$ cat config.mk
export PLATFORM = sky130hd
export DESIGN_NAME = scba_csr
export DESIGN_NICKNAME = d
export VERILOG_FILES = /design/src/rtl/scba_pkg.sv /design/src/rtl/scba_csr.sv
export SDC_FILE = /design/constraint.sdc
export NUM_CORES = 1
export LEC_CHECK = 0
export BUFFER_PORTS_ARGS = -buffer_cell sky130_fd_sc_hd__buf_2
export CAP_MARGIN = 15
export CORE_MARGIN = 8
export CORE_UTILIZATION = 45
export DETAILED_ROUTE_END_ITERATION = 7
export PLACE_DENSITY = 0.75
export SLEW_MARGIN = 10
export SYNTH_ARGS = -nofsm -noshare
export SYNTH_HDL_FRONTEND = slang
export SYNTH_SLANG_ARGS = --single-unit
$ cat constraint.sdc
create_clock -name clock -period 2.6 [get_ports clock]
set_input_delay 0.52 -clock clock [delete_from_list [all_inputs] [get_ports clock]]
set_output_delay 0.52 -clock clock [all_outputs]
set_load 0.02 [all_outputs]
$ cat src/rtl/scba_pkg.sv
// ---------------------------------------------------------------------------
// Size class bitmap allocator package
// Shared widths, status and request codes, register indexes and reset values.
// ---------------------------------------------------------------------------
`default_nettype none

package scba_pkg;

   // Bitmap word geometry
   localparam int WORD_BITS = 64;
   localparam int BIT_IDX_W = 6;

   // Item field widths
   localparam int REQ_TYPE_W = 1;
   localparam int SIZE_W     = 40;
   localparam int RCLASS_W   = 2;
   localparam int RIDX_W     = 10;
   localparam int STATUS_W   = 3;
   localparam int GCLASS_W   = 2;
   localparam int GIDX_W     = 10;
   localparam int BYTES_W    = 33;
   localparam int OFFSET_W   = 42;
   localparam int COUNT_W    = 11;

   // Parameter defaults
   localparam int DEF_NUM_CLASSES = 3;
   localparam int DEF_MAX_CHUNKS  = 1024;

   // Request codes
   localparam logic [REQ_TYPE_W-1:0] REQ_ALLOC = 1'b0;
   localparam logic [REQ_TYPE_W-1:0] REQ_FREE  = 1'b1;

   // Result status codes
   localparam logic [STATUS_W-1:0] ST_GRANTED   = 3'd0;
   localparam logic [STATUS_W-1:0] ST_NONE_FREE = 3'd1;
   localparam logic [STATUS_W-1:0] ST_TOO_LARGE = 3'd2;
   localparam logic [STATUS_W-1:0] ST_FREED     = 3'd3;
   localparam logic [STATUS_W-1:0] ST_UNUSED    = 3'd4;

   // Configuration port
   localparam int CSR_ADDR_W     = 6;
   localparam int CSR_DATA_W     = 64;
   localparam int CSR_IDX_LSB    = 3;
   localparam int CSR_IDX_W      = CSR_ADDR_W - CSR_IDX_LSB;
   localparam int CFG_CLASS_REGS = 3;

   localparam logic [CSR_IDX_W-1:0] REG_SMALL_BYTES  = 3'd0;
   localparam logic [CSR_IDX_W-1:0] REG_MEDIUM_BYTES = 3'd1;
   localparam logic [CSR_IDX_W-1:0] REG_LARGE_BYTES  = 3'd2;
   localparam logic [CSR_IDX_W-1:0] REG_SMALL_COUNT  = 3'd3;
   localparam logic [CSR_IDX_W-1:0] REG_MEDIUM_COUNT = 3'd4;
   localparam logic [CSR_IDX_W-1:0] REG_LARGE_COUNT  = 3'd5;

   // Reset values
   localparam logic [BYTES_W-1:0] RST_SMALL_BYTES  = 33'd16384;
   localparam logic [BYTES_W-1:0] RST_MEDIUM_BYTES = 33'd1048576;
   localparam logic [BYTES_W-1:0] RST_LARGE_BYTES  = 33'd67108864;
   localparam logic [COUNT_W-1:0] RST_SMALL_COUNT  = 11'd640;
   localparam logic [COUNT_W-1:0] RST_MEDIUM_COUNT = 11'd640;
   localparam logic [COUNT_W-1:0] RST_LARGE_COUNT  = 11'd64;

   function automatic logic [BYTES_W-1:0] reset_chunk_bytes(input int c);
      logic [BYTES_W-1:0] v;
      case (c)
         0:       v = RST_SMALL_BYTES;
         1:       v = RST_MEDIUM_BYTES;
         2:       v = RST_LARGE_BYTES;
         default: v = '0;
      endcase
      return v;
   endfunction

   function automatic logic [COUNT_W-1:0] reset_chunk_count(input int c);
      logic [COUNT_W-1:0] v;
      case (c)
         0:       v = RST_SMALL_COUNT;
         1:       v = RST_MEDIUM_COUNT;
         2:       v = RST_LARGE_COUNT;
         default: v = '0;
      endcase
      return v;
   endfunction

endpackage

`default_nettype wire

$ cat src/rtl/scba_csr.sv
// ---------------------------------------------------------------------------
// Allocator configuration registers
// APB-style register block holding chunk size and chunk count per class.
// ---------------------------------------------------------------------------
`default_nettype none

module scba_csr import scba_pkg::*; #(
   parameter int NUM_CLASSES = DEF_NUM_CLASSES
) (
   input  wire logic                                  clock,
   input  wire logic                                  reset,
   input  wire logic                                  psel,
   input  wire logic                                  penable,
   input  wire logic                                  pwrite,
   input  wire logic [CSR_ADDR_W-1:0]                 paddr,
   input  wire logic [CSR_DATA_W-1:0]                 pwdata,
   output logic      [CSR_DATA_W-1:0]                 prdata,
   output logic                                       pready,
   output logic      [NUM_CLASSES-1:0][BYTES_W-1:0]   chunk_bytes,
   output logic      [NUM_CLASSES-1:0][COUNT_W-1:0]   chunk_count
);

   logic                 wr_en;
   logic [CSR_IDX_W-1:0] reg_idx;
   logic [BYTES_W-1:0]   cfg_bytes [CFG_CLASS_REGS];
   logic [COUNT_W-1:0]   cfg_count [CFG_CLASS_REGS];

   assign pready  = 1'b1;
   assign wr_en   = psel && penable && pwrite && pready;
   assign reg_idx = paddr[CSR_ADDR_W-1:CSR_IDX_LSB];

   for (genvar c = 0; c < CFG_CLASS_REGS; c++) begin : g_cfg
      if (c < NUM_CLASSES) begin : g_reg
         logic [BYTES_W-1:0] bytes_ff;
         logic [COUNT_W-1:0] count_ff;

         always_ff @(posedge clock) begin
            if (reset) begin
               bytes_ff <= reset_chunk_bytes(c);
               count_ff <= reset_chunk_count(c);
            end else if (wr_en) begin
               if (reg_idx == CSR_IDX_W'(int'(REG_SMALL_BYTES) + c)) begin
                  bytes_ff <= pwdata[BYTES_W-1:0];
               end
               if (reg_idx == CSR_IDX_W'(int'(REG_SMALL_COUNT) + c)) begin
                  count_ff <= pwdata[COUNT_W-1:0];
               end
            end
         end

         assign cfg_bytes[c] = bytes_ff;
         assign cfg_count[c] = count_ff;
      end else begin : g_none
         assign cfg_bytes[c] = '0;
         assign cfg_count[c] = '0;
      end
   end

   for (genvar c = 0; c < NUM_CLASSES; c++) begin : g_out
      if (c < CFG_CLASS_REGS) begin : g_map
         assign chunk_bytes[c] = cfg_bytes[c];
         assign chunk_count[c] = cfg_count[c];
      end else begin : g_zero
         assign chunk_bytes[c] = '0;
         assign chunk_count[c] = '0;
      end
   end

   always_comb begin
      prdata = '0;
      case (reg_idx)
         REG_SMALL_BYTES:  prdata = CSR_DATA_W'(cfg_bytes[0]);
         REG_MEDIUM_BYTES: prdata = CSR_DATA_W'(cfg_bytes[1]);
         REG_LARGE_BYTES:  prdata = CSR_DATA_W'(cfg_bytes[2]);
         REG_SMALL_COUNT:  prdata = CSR_DATA_W'(cfg_count[0]);
         REG_MEDIUM_COUNT: prdata = CSR_DATA_W'(cfg_count[1]);
         REG_LARGE_COUNT:  prdata = CSR_DATA_W'(cfg_count[2]);
         default:          prdata = '0;
      endcase
   end

endmodule

`default_nettype wire

==> impl_metrics.py <==
metrics = {
    "status": {
        "status": "completed",
    },
    "synth": {
        "ys_ff_latch": 132,
        "synth_compound_area_share_pct": 6.373,
        "netlist_area_sq_um": 6596,
        "synthMuxAreaShare_pct": 27.12,
        "synth-simple-area-share_pct": 18.80,
        "syn_avg_cell_area_sq_um": 10.02,
        "ys_seq_area_share_pct": 40.06,
        "ys.warnings.count": 0,
        "synth-xor-area-share_pct": 0,
        "synth_adder_area_share_pct": 0,
        "syn_inst": 658,
        "synth_cell_type_count": 30,
        "synth_top_family_by_area": "multiplexers",
    },
    "cts": {
        "cts_resized": 0,
        "cts_buffers": 17,
        "clockBufferDepth": 2,
        "post_cts_buffers": 0,
        "root_buffer": "clkbuf_16",
        "path_clk_slew_ns": 0.05,
        "cts.sinks": 132,
        "cts_tree": "built",
        "htreeDepth": 4,
        "cts_hold_buf": 0,
        "clkLatencyLatePin_ns": 0.41,
    },
    "sta": {
        "slew_headroom_pct": 59.82,
        "fmax_mhz": 406.3,
        "tns_ns": 0,
        "finalHoldViolCount": 0,
        "worst_slew_pin_slew_ns": 0.6026,
        "rsz0062_at_grt": "no",
        "fin_crit_sh_pct": 94.65,
        "slew_violations": 0,
        "setup_ws_ns": 0.1390,
        "layout_min_cycle_time_ns": 2.461,
        "skew_ns": 0,
        "finalSetupViolCount": 0,
    },
    "layout": {
        "fin_nets": 930,
        "final_layout_size_suffix_gt1_share_pct": 33.41,
        "layout_common_cells": "buf_2 (204), nand2b_1 (157), mux2i_1 (154), dfxtp_1 (132), nor2_1 (37)",
        "seq_area_sq_um": 2643,
        "design_area_sq_um": 8372,
        "multiInputGateArea_sq_um": 3585,
        "synthToLayoutAreaGrowth_pct": 26.92,
        "antenna_cells": 0,
        "n_fill_cell": 1248,
        "fin_cells": 1052,
        "final_common_cell": "buf_2",
    },
    "pwr": {
        "p_leak_nw": 4.365,
        "peakVddDrop_v": 0.0004355,
        "p_total_w": 0.004884,
        "power_density_nw_per_um2": 583.3,
    },
    "global_routing": {
        "grt_pass1_vias": 5302,
        "grt_pass1_wl_um": 29650,
        "grt_usage_pct": 20.18,
        "grt_max_degree": 172,
        "antenna_found_initial": 2,
        "grt-ovfl-total": 0,
    },
    "run": {
        "drv_cap": 0,
    },
    "routing": {
        "drt_iter0_drc": 228,
        "top_layer_used": "met5",
        "vias": 5402,
        "wl_met2_um": 8873,
        "wl_met1_um": 8483,
        "first_pass_iters": 5,
        "post_drt_wl_per_cell_um": 18.59,
        "met3_length_um": 2029,
        "drc": 0,
        "viasPerCell": 5.135,
        "ant_nets": 0,
        "wl_um": 19550,
    },
    "critical_path": {
        "worstSetupPathType": "primary input to output pin",
        "crit_path_frequent_cell": "buf_2",
        "worstPathMaxFanout": 15,
        "crit_slowest_cell": "buf_4",
        "crit_arrival_ns": 1.94,
        "worstPathRequired_ns": 2.08,
        "critPathLaunchType": "primary input",
        "cp_num_buf_inv": 3,
        "endpoint_kind": "output pin",
        "cpLargestDelayFamily": "buffers and inverters",
        "max_stage_delay_ns": 0.37,
        "crit_chain": "buf_2, buf_4, mux2i_1, a2bb2oi_1, nor2_1, buf_2",
    },
    "die": {
        "die_h_um": 137.1,
        "initial_core_util_pct": 45.73,
        "io_pins": 272,
        "die_area_sq_um": 18790,
        "core_area_sq_um": 14420,
        "die_w_um": 137.1,
        "row_count": 44,
    },
    "place": {
        "pre_cts_ws_ns": 0.2007,
        "globalplace.congestion": 0.7510,
        "post-place-cells": 1020,
        "hpwl_um": 13370,
        "placed_cell_area_sq_um": 7772,
        "portBuffers": 205,
    },
    "min_path": {
        "hp-class": "primary input to flip-flop",
    },
}
## path summary, 6_finish.rpt
kind | cells after the start | slack (ns) | endpoint | from
setup / recovery | 6 | 0.14 | prdata[24] | paddr[4]
hold reg to reg | 2 | 0.49 | g_cfg[0].g_reg.count_ff[1] | g_cfg[0].g_reg.count_ff[1]
hold / removal | 3 | 0.39 | g_cfg[2].g_reg.bytes_ff[26] | pwdata[26]
setup reg to reg | 2 | 1.94 | g_cfg[2].g_reg.count_ff[10] | g_cfg[2].g_reg.count_ff[10]
## sequential cells by signal, summed over array words and instances, names as in the netlist
register              flops
g_cfg.g_reg.bytes_ff     99
g_cfg.g_reg.count_ff     33
## layout make-up
cell class / instances / share of cell area, %
inverter: 1 / 0.04484
tap: 184 / 2.750
multi-input combinational: 472 / 42.82
clock inverter: 8 / 1.166
sequential: 132 / 31.56
clock buffer: 24 / 5.993
timing repair buffer: 231 / 15.66
## tightest hold or removal path: cells and delay by family
kind,cells,cell delay [ns]
simple gates,1,0.04
mux,1,0.11
buf+inv,1,0.09
## per-stage QoR
stage | util, % | hold slack, ns
floorplan | - | 0.5555
global placement | 53.89 | 0.4718
detailed placement | 53.89 | 0.4769
CTS | 58.04 | 0.3721
global route | 58.04 | 0.3996
finish | 58.04 | 0.3888
## kinds of logic after synthesis
| logic type | count (synthesis) |
|---|---|
| AND/OR/NAND/NOR | 209 |
| multiplexers | 176 |
| flip-flops | 132 |
| buffers and inverters | 84 |
| other | 2 |
| AO/OA/AOI/OAI | 55 |
## synth_stat cells
library cell,instances,area share [%]
nand2b_1,157,15
mux2i_1,154,23
dfxtp_1,132,40
nor2_1,37,2.1
buf_4,34,3.9
clkbuf_1,26,1.5
a2bb2oi_1,22,2.9
mux2_2,22,3.8
buf_2,18,1.4
a22oi_1,16,1.8
a21oi_1,6,0.46
a221oi_1,6,0.80
o21ai_0,5,0.38
buf_6,4,0.68
conb_1,2,0.11
nor2b_1,2,0.19
or3_1,2,0.19
and3_1,1,0.095
and4b_1,1,0.15
clkbuf_2,1,0.076
inv_1,1,0.057
nand2_1,1,0.057
nand3_1,1,0.076
nand3b_1,1,0.11
nand4_2,1,0.19
nand4b_1,1,0.13
nor3_1,1,0.076
nor3_4,1,0.25
nor3b_1,1,0.11
or3_4,1,0.17
## per-layer routing
metal  vias to the layer above  GRT usage [%]
met5                         -              0
met4                         4          5.069
met3                        16          8.113
met2                       223          31.50
met1                      2574          25.35
li1                       2585              -
## where the power goes
group / switching [W] / leakage, nW / internal (W)
sequential: 0.0000124 / 1.06 / 0.00204
clock: 0.000877 / 0.288 / 0.00153
combinational: 0.000257 / 3.01 / 0.000165
total: 0.00115 / 4.36 / 0.00374
Note: power is estimated with default switching activity, not from simulation.
